$ cat src/rtl/lq_pkg.sv
// ----------------------------------------------------------------------------
// lq_pkg
// Shared types, codes and sizes for the landing queue with urgent promotion.
// ----------------------------------------------------------------------------
package lq_pkg;

  // Queue size and derived widths.
  localparam int DEPTH = 32;
  localparam int AW    = $clog2(DEPTH);
  localparam int CW    = $clog2(DEPTH + 1);

  // Field widths.
  localparam int OPW  = 2;
  localparam int FLW  = 14;
  localparam int TAGW = 32;
  localparam int STW  = 2;

  // Command codes carried by an input transfer.
  typedef enum logic [OPW-1:0] {
    OP_REQUEST = 2'd0,
    OP_CLEAR   = 2'd1,
    OP_PROMOTE = 2'd2,
    OP_DRAIN   = 2'd3
  } opcode_t;

  // Status codes carried by a result transfer.
  typedef enum logic [STW-1:0] {
    ST_GIVEN = 2'd0,
    ST_EMPTY = 2'd1,
    ST_FULL  = 2'd2,
    ST_NONE  = 2'd3
  } status_t;

  // One queue entry as held in the entry memory.
  typedef struct packed {
    logic [FLW-1:0]  flight;
    logic [TAGW-1:0] tag;
  } entry_t;

  // Read address source.
  typedef enum logic {
    RD_IDX = 1'b0,
    RD_JM1 = 1'b1
  } rd_sel_t;

  // Write address and data source.
  typedef enum logic [1:0] {
    WR_TAIL = 2'd0,
    WR_J    = 2'd1,
    WR_URG  = 2'd2
  } wr_sel_t;

  // Commands from the controller to the datapath.
  typedef struct packed {
    logic    start;
    logic    rd_en;
    rd_sel_t rd_sel;
    logic    srch_rd;
    logic    idx_inc;
    logic    grab;
    logic    wr_en;
    wr_sel_t wr_sel;
    logic    count_inc;
    logic    pop;
    logic    uc_inc;
    logic    j_dec;
    logic    qclear;
    logic    out_load;
    status_t out_code;
    logic    out_data;
    logic    out_last;
  } dp_cmd_t;

  // Status from the datapath to the controller.
  typedef struct packed {
    logic empty;
    logic full;
    logic idx_lt_count;
    logic srch_vld;
    logic srch_hit;
    logic hit_urgent;
    logic j_gt_uc;
    logic drn_last;
    logic out_free;
  } dp_stat_t;

endpackage

$ cat src/rtl/lq_if.sv
// ----------------------------------------------------------------------------
// lq_if
// Valid/ready channel interfaces for the input commands and the results.
// ----------------------------------------------------------------------------
interface lq_in_if;
  import lq_pkg::*;

  logic            valid;
  logic            ready;
  logic [OPW-1:0]  opcode;
  logic [FLW-1:0]  flight;
  logic [TAGW-1:0] payload;

  modport source (output valid, output opcode, output flight, output payload, input ready);
  modport sink   (input valid, input opcode, input flight, input payload, output ready);
endinterface

interface lq_out_if;
  import lq_pkg::*;

  logic            valid;
  logic            ready;
  logic [STW-1:0]  status;
  logic [FLW-1:0]  out_flight;
  logic [TAGW-1:0] out_payload;
  logic            last;

  modport source (output valid, output status, output out_flight, output out_payload,
                  output last, input ready);
  modport sink   (input valid, input status, input out_flight, input out_payload,
                  input last, output ready);
endinterface

$ cat src/rtl/landing_queue_with_urgent_promotion.sv
// ----------------------------------------------------------------------------
// landing_queue_with_urgent_promotion
// Ordered landing queue with an urgent section at its front.
//
//   Channel  Port    Direction  Payload
//   input    in_ch   sink       opcode, flight, payload
//   result   out_ch  source     status, out_flight, out_payload, last
//
// One command is in work at a time; in_ch.ready is high while the sequencer
// is idle, also while the last result still waits in the output register.
// Promotion scans one entry per cycle through the memory read port; a hit
// beyond the urgent section shifts the displaced entries up one by one and
// places the hit at the urgent end. Drain reads and emits one entry at a
// time, and reads the next only once the result register has taken the last.
// A stalled result port holds the sequencer where it waits.
// Reset is synchronous and empties the queue at once; entries are not cleared.
// ----------------------------------------------------------------------------
module landing_queue_with_urgent_promotion (
  input  logic     clk,
  input  logic     rst_n,
  lq_in_if.sink    in_ch,
  lq_out_if.source out_ch
);
  import lq_pkg::*;

  dp_cmd_t  cmd;
  dp_stat_t stat;

  // Command sequencer.
  lq_ctrl u_ctrl (
    .clk       (clk),
    .rst_n     (rst_n),
    .in_valid  (in_ch.valid),
    .in_opcode (in_ch.opcode),
    .in_ready  (in_ch.ready),
    .stat      (stat),
    .cmd       (cmd)
  );

  // Entry memory, counters and result register.
  lq_datapath u_datapath (
    .clk         (clk),
    .rst_n       (rst_n),
    .cmd         (cmd),
    .stat        (stat),
    .in_flight   (in_ch.flight),
    .in_payload  (in_ch.payload),
    .out_ready   (out_ch.ready),
    .out_valid   (out_ch.valid),
    .out_status  (out_ch.status),
    .out_flight  (out_ch.out_flight),
    .out_payload (out_ch.out_payload),
    .out_last    (out_ch.last)
  );

endmodule

$ cat src/rtl/lq_ctrl.sv
// ----------------------------------------------------------------------------
// lq_ctrl
// Sequencer for the landing queue: decodes each command and steps the
// datapath through its memory reads, writes and result transfers.
// ----------------------------------------------------------------------------
module lq_ctrl (
  input  logic             clk,
  input  logic             rst_n,
  input  logic             in_valid,
  input  logic [lq_pkg::OPW-1:0] in_opcode,
  output logic             in_ready,
  input  lq_pkg::dp_stat_t stat,
  output lq_pkg::dp_cmd_t  cmd
);
  import lq_pkg::*;

  typedef enum logic [10:0] {
    S_IDLE    = 11'b000_0000_0001,
    S_REQ     = 11'b000_0000_0010,
    S_CLR_RD  = 11'b000_0000_0100,
    S_CLR_OUT = 11'b000_0000_1000,
    S_SRCH    = 11'b000_0001_0000,
    S_SH_RD   = 11'b000_0010_0000,
    S_SH_WR   = 11'b000_0100_0000,
    S_PLACE   = 11'b000_1000_0000,
    S_DRN_RD  = 11'b001_0000_0000,
    S_DRN_OUT = 11'b010_0000_0000,
    S_EMIT    = 11'b100_0000_0000
  } state_t;

  state_t  state_r, state_nxt;
  status_t code_r, code_nxt;

  assign in_ready = (state_r == S_IDLE);

  // State and pending status code registers.
  always_ff @(posedge clk) begin
    if (!rst_n) begin
      state_r <= S_IDLE;
      code_r  <= ST_NONE;
    end else begin
      state_r <= state_nxt;
      code_r  <= code_nxt;
    end
  end

  // Next state and datapath commands.
  always_comb begin
    state_nxt = state_r;
    code_nxt  = code_r;
    cmd       = '0;
    cmd.rd_sel   = RD_IDX;
    cmd.wr_sel   = WR_TAIL;
    cmd.out_code = code_r;
    case (state_r)
      S_IDLE: begin
        if (in_valid) begin
          cmd.start = 1'b1;
          case (opcode_t'(in_opcode))
            OP_REQUEST: state_nxt = S_REQ;
            OP_CLEAR:   state_nxt = S_CLR_RD;
            OP_PROMOTE: state_nxt = S_SRCH;
            default:    state_nxt = S_DRN_RD;
          endcase
        end
      end
      S_REQ: begin
        // Append at the tail unless the queue is full.
        if (stat.full) begin
          code_nxt = ST_FULL;
        end else begin
          cmd.wr_en     = 1'b1;
          cmd.wr_sel    = WR_TAIL;
          cmd.count_inc = 1'b1;
          code_nxt      = ST_NONE;
        end
        state_nxt = S_EMIT;
      end
      S_CLR_RD: begin
        if (stat.empty) begin
          code_nxt  = ST_EMPTY;
          state_nxt = S_EMIT;
        end else begin
          cmd.rd_en = 1'b1;
          state_nxt = S_CLR_OUT;
        end
      end
      S_CLR_OUT: begin
        if (stat.out_free) begin
          cmd.out_load = 1'b1;
          cmd.out_code = ST_GIVEN;
          cmd.out_data = 1'b1;
          cmd.out_last = 1'b1;
          cmd.pop      = 1'b1;
          state_nxt    = S_IDLE;
        end
      end
      S_SRCH: begin
        // Pipelined scan: one read issued per cycle, compared in the cycle after.
        if (stat.srch_hit) begin
          if (stat.hit_urgent) begin
            code_nxt  = ST_NONE;
            state_nxt = S_EMIT;
          end else begin
            cmd.grab  = 1'b1;
            state_nxt = S_SH_RD;
          end
        end else if (!stat.srch_vld && !stat.idx_lt_count) begin
          code_nxt  = ST_NONE;
          state_nxt = S_EMIT;
        end else if (stat.idx_lt_count) begin
          cmd.rd_en   = 1'b1;
          cmd.rd_sel  = RD_IDX;
          cmd.srch_rd = 1'b1;
          cmd.idx_inc = 1'b1;
        end
      end
      S_SH_RD: begin
        // Shift the entries between the urgent end and the hit up by one.
        if (stat.j_gt_uc) begin
          cmd.rd_en  = 1'b1;
          cmd.rd_sel = RD_JM1;
          state_nxt  = S_SH_WR;
        end else begin
          state_nxt = S_PLACE;
        end
      end
      S_SH_WR: begin
        cmd.wr_en  = 1'b1;
        cmd.wr_sel = WR_J;
        cmd.j_dec  = 1'b1;
        state_nxt  = S_SH_RD;
      end
      S_PLACE: begin
        cmd.wr_en  = 1'b1;
        cmd.wr_sel = WR_URG;
        cmd.uc_inc = 1'b1;
        code_nxt   = ST_NONE;
        state_nxt  = S_EMIT;
      end
      S_DRN_RD: begin
        if (stat.empty) begin
          code_nxt  = ST_EMPTY;
          state_nxt = S_EMIT;
        end else begin
          cmd.rd_en  = 1'b1;
          cmd.rd_sel = RD_IDX;
          state_nxt  = S_DRN_OUT;
        end
      end
      S_DRN_OUT: begin
        if (stat.out_free) begin
          cmd.out_load = 1'b1;
          cmd.out_code = ST_GIVEN;
          cmd.out_data = 1'b1;
          cmd.out_last = stat.drn_last;
          cmd.idx_inc  = 1'b1;
          if (stat.drn_last) begin
            cmd.qclear = 1'b1;
            state_nxt  = S_IDLE;
          end else begin
            state_nxt = S_DRN_RD;
          end
        end
      end
      S_EMIT: begin
        // Single status-only result.
        if (stat.out_free) begin
          cmd.out_load = 1'b1;
          cmd.out_code = code_r;
          cmd.out_last = 1'b1;
          state_nxt    = S_IDLE;
        end
      end
      default: begin
        state_nxt = S_IDLE;
      end
    endcase
  end

endmodule

$ cat src/rtl/lq_datapath.sv
// ----------------------------------------------------------------------------
// lq_datapath
// Entry memory as a circular buffer, queue counters, scan index and the
// result output register.
// ----------------------------------------------------------------------------
module lq_datapath (
  input  logic                    clk,
  input  logic                    rst_n,
  input  lq_pkg::dp_cmd_t         cmd,
  output lq_pkg::dp_stat_t        stat,
  input  logic [lq_pkg::FLW-1:0]  in_flight,
  input  logic [lq_pkg::TAGW-1:0] in_payload,
  input  logic                    out_ready,
  output logic                    out_valid,
  output logic [lq_pkg::STW-1:0]  out_status,
  output logic [lq_pkg::FLW-1:0]  out_flight,
  output logic [lq_pkg::TAGW-1:0] out_payload,
  output logic                    out_last
);
  import lq_pkg::*;

  // Logical queue position to memory address, wrapping at the depth.
  function automatic logic [AW-1:0] phys(input logic [AW-1:0] base,
                                         input logic [CW-1:0] off);
    logic [AW:0] s;
    s = (AW+1)'(base) + (AW+1)'(off);
    if (s >= (AW+1)'(DEPTH)) begin
      s = s - (AW+1)'(DEPTH);
    end
    return s[AW-1:0];
  endfunction

  entry_t          mem [DEPTH];
  entry_t          rd_data_r;
  entry_t          moved_r;
  entry_t          wr_data;
  logic [AW-1:0]   rd_addr, wr_addr;
  logic [AW-1:0]   head_r, head_nxt;
  logic [CW-1:0]   count_r, count_nxt;
  logic [CW-1:0]   uc_r, uc_nxt;
  logic [CW-1:0]   idx_r, cmp_idx_r, j_r;
  logic            srch_vld_r;
  logic [FLW-1:0]  flight_r;
  logic [TAGW-1:0] payload_r;
  logic            out_valid_r;
  status_t         status_r;
  logic [FLW-1:0]  flight_out_r;
  logic [TAGW-1:0] payload_out_r;
  logic            last_r;

  // Address and write data selection.
  always_comb begin
    case (cmd.rd_sel)
      RD_JM1:  rd_addr = phys(head_r, j_r - CW'(1));
      default: rd_addr = phys(head_r, idx_r);
    endcase
    case (cmd.wr_sel)
      WR_J: begin
        wr_addr = phys(head_r, j_r);
        wr_data = rd_data_r;
      end
      WR_URG: begin
        wr_addr = phys(head_r, uc_r);
        wr_data = moved_r;
      end
      default: begin
        wr_addr        = phys(head_r, count_r);
        wr_data.flight = flight_r;
        wr_data.tag    = payload_r;
      end
    endcase
  end

  // Entry memory with a registered read port.
  always_ff @(posedge clk) begin
    if (cmd.wr_en) begin
      mem[wr_addr] <= wr_data;
    end
    if (cmd.rd_en) begin
      rd_data_r <= mem[rd_addr];
    end
  end

  // Queue counters and head pointer.
  always_comb begin
    head_nxt  = head_r;
    count_nxt = count_r;
    uc_nxt    = uc_r;
    if (cmd.count_inc) begin
      count_nxt = count_r + CW'(1);
    end
    if (cmd.pop) begin
      head_nxt  = (head_r == AW'(DEPTH - 1)) ? '0 : head_r + AW'(1);
      count_nxt = count_r - CW'(1);
      if (uc_r != '0) begin
        uc_nxt = uc_r - CW'(1);
      end
    end
    if (cmd.uc_inc) begin
      uc_nxt = uc_r + CW'(1);
    end
    if (cmd.qclear) begin
      count_nxt = '0;
      uc_nxt    = '0;
    end
  end

  always_ff @(posedge clk) begin
    if (!rst_n) begin
      head_r     <= '0;
      count_r    <= '0;
      uc_r       <= '0;
      srch_vld_r <= 1'b0;
    end else begin
      head_r     <= head_nxt;
      count_r    <= count_nxt;
      uc_r       <= uc_nxt;
      srch_vld_r <= cmd.srch_rd;
    end
  end

  // Command operands, scan index and shift pointer.
  always_ff @(posedge clk) begin
    if (cmd.start) begin
      flight_r  <= in_flight;
      payload_r <= in_payload;
      idx_r     <= '0;
    end else if (cmd.idx_inc) begin
      idx_r <= idx_r + CW'(1);
    end
    if (cmd.srch_rd) begin
      cmp_idx_r <= idx_r;
    end
    if (cmd.grab) begin
      j_r     <= cmp_idx_r;
      moved_r <= rd_data_r;
    end else if (cmd.j_dec) begin
      j_r <= j_r - CW'(1);
    end
  end

  // Result output register; it frees up in the cycle its transfer completes.
  always_ff @(posedge clk) begin
    if (!rst_n) begin
      out_valid_r <= 1'b0;
    end else if (cmd.out_load) begin
      out_valid_r <= 1'b1;
    end else if (out_ready) begin
      out_valid_r <= 1'b0;
    end
  end

  always_ff @(posedge clk) begin
    if (cmd.out_load) begin
      status_r      <= cmd.out_code;
      flight_out_r  <= cmd.out_data ? rd_data_r.flight : '0;
      payload_out_r <= cmd.out_data ? rd_data_r.tag : '0;
      last_r        <= cmd.out_last;
    end
  end

  assign out_valid   = out_valid_r;
  assign out_status  = status_r;
  assign out_flight  = flight_out_r;
  assign out_payload = payload_out_r;
  assign out_last    = last_r;

  // Status toward the controller.
  always_comb begin
    stat.empty        = (count_r == '0);
    stat.full         = (count_r == CW'(DEPTH));
    stat.idx_lt_count = (idx_r < count_r);
    stat.srch_vld     = srch_vld_r;
    stat.srch_hit     = srch_vld_r && (rd_data_r.flight == flight_r);
    stat.hit_urgent   = (cmp_idx_r < uc_r);
    stat.j_gt_uc      = (j_r > uc_r);
    stat.drn_last     = ((idx_r + CW'(1)) == count_r);
    stat.out_free     = !out_valid_r || out_ready;
  end

endmodule

$ cat src/flat_wrapper.sv
// flat-port wrapper written by rule: the top's interface ports become plain ports
module landing_queue_with_urgent_promotion_flat import lq_pkg::*;
  (clk, rst_n, in_ch_valid, in_ch_opcode, in_ch_flight, in_ch_payload, in_ch_ready, out_ch_valid, out_ch_status, out_ch_out_flight, out_ch_out_payload, out_ch_last, out_ch_ready);
  lq_in_if in_ch_i ();
  lq_out_if out_ch_i ();
  input  logic clk;
  input  logic rst_n;
  input wire logic [$bits(in_ch_i.valid)-1:0] in_ch_valid;
  input wire logic [$bits(in_ch_i.opcode)-1:0] in_ch_opcode;
  input wire logic [$bits(in_ch_i.flight)-1:0] in_ch_flight;
  input wire logic [$bits(in_ch_i.payload)-1:0] in_ch_payload;
  output wire logic [$bits(in_ch_i.ready)-1:0] in_ch_ready;
  output wire logic [$bits(out_ch_i.valid)-1:0] out_ch_valid;
  output wire logic [$bits(out_ch_i.status)-1:0] out_ch_status;
  output wire logic [$bits(out_ch_i.out_flight)-1:0] out_ch_out_flight;
  output wire logic [$bits(out_ch_i.out_payload)-1:0] out_ch_out_payload;
  output wire logic [$bits(out_ch_i.last)-1:0] out_ch_last;
  input wire logic [$bits(out_ch_i.ready)-1:0] out_ch_ready;
  assign in_ch_i.valid = in_ch_valid;
  assign in_ch_i.opcode = in_ch_opcode;
  assign in_ch_i.flight = in_ch_flight;
  assign in_ch_i.payload = in_ch_payload;
  assign in_ch_ready = in_ch_i.ready;
  assign out_ch_valid = out_ch_i.valid;
  assign out_ch_status = out_ch_i.status;
  assign out_ch_out_flight = out_ch_i.out_flight;
  assign out_ch_out_payload = out_ch_i.out_payload;
  assign out_ch_last = out_ch_i.last;
  assign out_ch_i.ready = out_ch_ready;
  landing_queue_with_urgent_promotion u_core (.clk(clk), .rst_n(rst_n), .in_ch(in_ch_i), .out_ch(out_ch_i));
endmodule
$ cat config.mk
export PLATFORM = sky130hd
export DESIGN_NAME = landing_queue_with_urgent_promotion_flat
export DESIGN_NICKNAME = d
export VERILOG_FILES = /design/src/rtl/lq_pkg.sv /design/src/rtl/lq_if.sv /design/src/rtl/landing_queue_with_urgent_promotion.sv /design/src/rtl/lq_ctrl.sv /design/src/rtl/lq_datapath.sv /design/src/flat_wrapper.sv
export SDC_FILE = /design/constraint.sdc
export NUM_CORES = 1
export LEC_CHECK = 0
export BUFFER_PORTS_ARGS = -buffer_cell sky130_fd_sc_hd__buf_2
export CAP_MARGIN = 20
export CORE_MARGIN = 4
export CORE_UTILIZATION = 35
export DETAILED_ROUTE_END_ITERATION = 12
export PLACE_DENSITY = 0.58
export SYNTH_ARGS = -nofsm -noshare
export SYNTH_HDL_FRONTEND = slang
export SYNTH_SLANG_ARGS = --single-unit
export TNS_END_PERCENT = 50
$ cat constraint.sdc
create_clock -name clk -period 18.65 [get_ports clk]
set_input_delay 3.73 -clock clk [delete_from_list [all_inputs] [get_ports clk]]
set_output_delay 3.73 -clock clk [all_outputs]
set_load 0.02 [all_outputs]
==> qor.yml <==
detail_route.wl_per_cell_um: 30.41
cts_max_path_buffers: 3
grt.overflow.total: 0
dr.pass1.iters: 8
nNetsFinal: 3348
cap_viol_max_count: 0
max_freq_ghz: 0.1414
holdWs_ps: 469.6
grt_max_degree: 155
synthTopCellsByArea: "edfxtp_1, mux4_1, mux4_2"
vias_per_cell: 5.517
power_switching_uw: 1609
worstPathMaxFanout: 80
cts_setup_buffers: 0
portBuffers: 102
place_area_um2: 72400
worstMarginPinSlew_ps: 1321
syn_to_final_growth_pct: 14.45
clk_pin_slew_worst_paths_ps: 70
synth_most_common_cell: "edfxtp_1"
die_width_um: 449.5
avgSynthCellArea_um2: 22.59
cts.sinks: 1709
dieArea_um2: 202100
synth_top_cells_by_count: "edfxtp_1, mux4_1, mux4_2, nand2_1, clkbuf_1"
ys.flop_type: "edfxtp_1"
globalplace.congestion: 0.7999
crit_path_top_delay_cell: "fa_4"
seq_power_share: 0.542
hold_violations: 0
io_pins: 103
p_leak_uw: 0.02486
wl_mm: 179.9
cts_hold_buf: 0
finClkSkew_ps: 27.54
cts_resized: 0
synth_area_leader_cell: "edfxtp_1"
pwr-share-clk: 0.435
setup_violations: 0
grt_pass1_wl_mm: 253.7
max_slew_margin: 0.1191
r2r_slack_ps: 11580
min_to: "u_core.u_ctrl.code_r[0]"
async_reset_ff_frac: 0
root_buffer: "clkbuf_16"
final_area_um2: 78090
slew_violations: 0
critPathArrivalTime_ps: 7620
cts_tree: "done"
fp-row-count: 161
num_vias: 32640
synthCells: 3020
hold_class: "flop to flop"
cp-start-kind: "flop"
min_path_cells: 1
ir_drop_uv: 103.2
clk_latency_ps: 800
reg2regPathDepth: 14
synthDistinctLibCells: 69
die_h_um: 449.5
path_class: "flop to flop"
start_util: 0.3532
dp_hpwl_mm: 92.59
antenna_found_initial: 2
combPwrFrac: 0.023
route.detailed.drc: 0
rsz0062_at_grt: "no"
ys_seq_area_frac: 0.7466
critPathMaxStageDelay_ps: 1220
min_period_ps: 7073
r2r_start: "u_core.u_datapath.uc_r[3]"
yosys_register_bits: 1709
end_kind: "flop"
cts_buffers: 165
swShare: 0.2032
grt_util_all_layers: 0.1748
setup-tns-final_ps: 0
coreArea_um2: 193200
first_iter_violations: 3968
drive_above_1_share: 0.2180
top_usage_layer: "met2"
grtUsageMet1: 0.2354
met3_usage: 0.02400
synth_edf_count: 1671
final_min_period_over_clock_period: 0.3792
path_cells: "inv_1 -> ha_1 -> a21o_1 -> a21o_2 -> a211oi_1 -> nand2b_1 -> o21ai_0 -> ha_4 -> fa_4 -> buf_4 -> buf_4 -> mux4_1 -> mux4_1 -> mux2_4"
synth_nets: 3116
required_ps: 19190
netlist_area_um2: 68230
min-delay-start: "u_core.u_ctrl.code_r[0]"
final_antenna_net_count: 0
use_met2: 0.2973
internal-power_uw: 6311
yosysWarnings: 0
outcome: "complete, no violations"
grt_pass1_vias: 32820
r2r_end: "u_core.u_datapath.rd_data_r[19]"
synth_top_area_share: 0.7354
cts_max_level: 4
p_per_area_nw_per_um2: 101.4
-- registers in the layout (all words and copies together) (netlist names) --
name	count
u_core.u_datapath.uc_r	6
u_core.u_ctrl.state_r	11
u_core.u_datapath.cmp_idx_r	6
u_core.u_datapath.payload_r	32
u_core.u_datapath.moved_r	46
u_core.u_datapath.srch_vld_r	1
u_core.u_datapath.out_last	1
u_core.u_datapath.head_r	5
u_core.u_datapath.idx_r	6
u_core.u_ctrl.code_r	2
u_core.u_datapath.rd_data_r	46
u_core.u_datapath.flight_r	14
u_core.u_datapath.out_valid	1
u_core.u_datapath.count_r	6
u_core.u_datapath.out_flight	14
u_core.u_datapath.mem	1472
u_core.u_datapath.out_payload	32
u_core.u_datapath.out_status	2
u_core.u_datapath.j_r	6
-- critical path: cells and delay by family, from the launching register on --
family | cells | cell delay (ps)
buffers and inverters | 3 | 1850
and+or+nand+nor | 1 | 260
muxes | 3 | 1240
adders and majority gates | 3 | 1740
AOI/OAI and AO/OA | 4 | 1180
DFF | 1 | 410
-- final cells by class --
class,instances,area [um^2]
fillers,16670,115100
flip-flops and latches,1709,50940
multi-input cells,1125,16720
clock buffers,183,4303
well taps,2526,3161
repair buffers,216,1584
clock inverters,122,1254
inverters,35,131.4
diodes,1,2.502
-- worst max path at each step --
stage                                         start                              end  slack (ps)  cells past startpoint
final                     u_core.u_datapath.uc_r[3]  u_core.u_datapath.rd_data_r[19]       11580                     14
after global routing      u_core.u_datapath.uc_r[3]  u_core.u_datapath.rd_data_r[32]       11150                     14
after CTS                 u_core.u_datapath.uc_r[3]  u_core.u_datapath.rd_data_r[32]       11520                     14
after detailed placement  u_core.u_datapath.uc_r[3]  u_core.u_datapath.rd_data_r[32]       11560                     14
after global placement    u_core.u_datapath.uc_r[3]  u_core.u_datapath.rd_data_r[32]       11550                     14
after floorplan                        out_ch_ready  u_core.u_datapath.out_flight[0]       12010                      3
-- placed cells by master (no fill, tap or decap), types with 20 or more instances in the layout --
cell type  count
a21oi_1       42
a22oi_1       48
and2_1        48
buf_2        103
buf_4         88
buf_8         20
bufinv_16     23
clkbuf_16    170
clkinv_1      41
clkinv_2      38
dfxtp_1       38
edfxtp_1    1671
ha_1          37
inv_1         33
mux2_4        40
mux4_1       324
mux4_2       136
nand2_1       82
nand3_1       22
nor2_1        37
nor2_4        32
o21ai_1       22
o21ai_2       26
xnor2_1       34
-- power groups by stage --
stage	sequential (uW)	combinational, uW	clock (uW)
after detailed placement	4380	178	0
after global placement	4380	164	0
after CTS	4290	178	3500
after global routing	4290	200	3660
final	4290	185	3440
after floorplan	4380	89.1	0
-- cell families after synthesis --
family,after synthesis,share of synthesized area
and+or+nand+nor,310,0.02366
DFF,1709,0.7466
AOI/OAI and AO/OA,206,0.01902
xor gates and xnor gates,49,0.006712
muxes,516,0.1810
adders and majority gates,44,0.008509
buffers and inverters,186,0.01451
-- metrics by stage --
| step | cells | utilization | total power, uW | setup WS, ps |
|---|---|---|---|---|
| after global placement | 5589 | 0.3737 | 4543 | 11550 |
| after floorplan | 3020 | - | 4464 | 12010 |
| after global routing | 5917 | 0.4042 | 8154 | 11150 |
| final | 5917 | 0.4042 | 7920 | 11580 |
| after detailed placement | 5602 | 0.3748 | 4556 | 11560 |
| after CTS | 5907 | 0.4035 | 7977 | 11520 |
-- routing by layer --
metal  part of all wire  vias up
met5           0.000072        -
met4              0.025        2
met3              0.054      243
met2               0.51     1190
met1               0.42    17720
li1                   -    13490
Note: power is estimated with default switching activity, not from simulation.
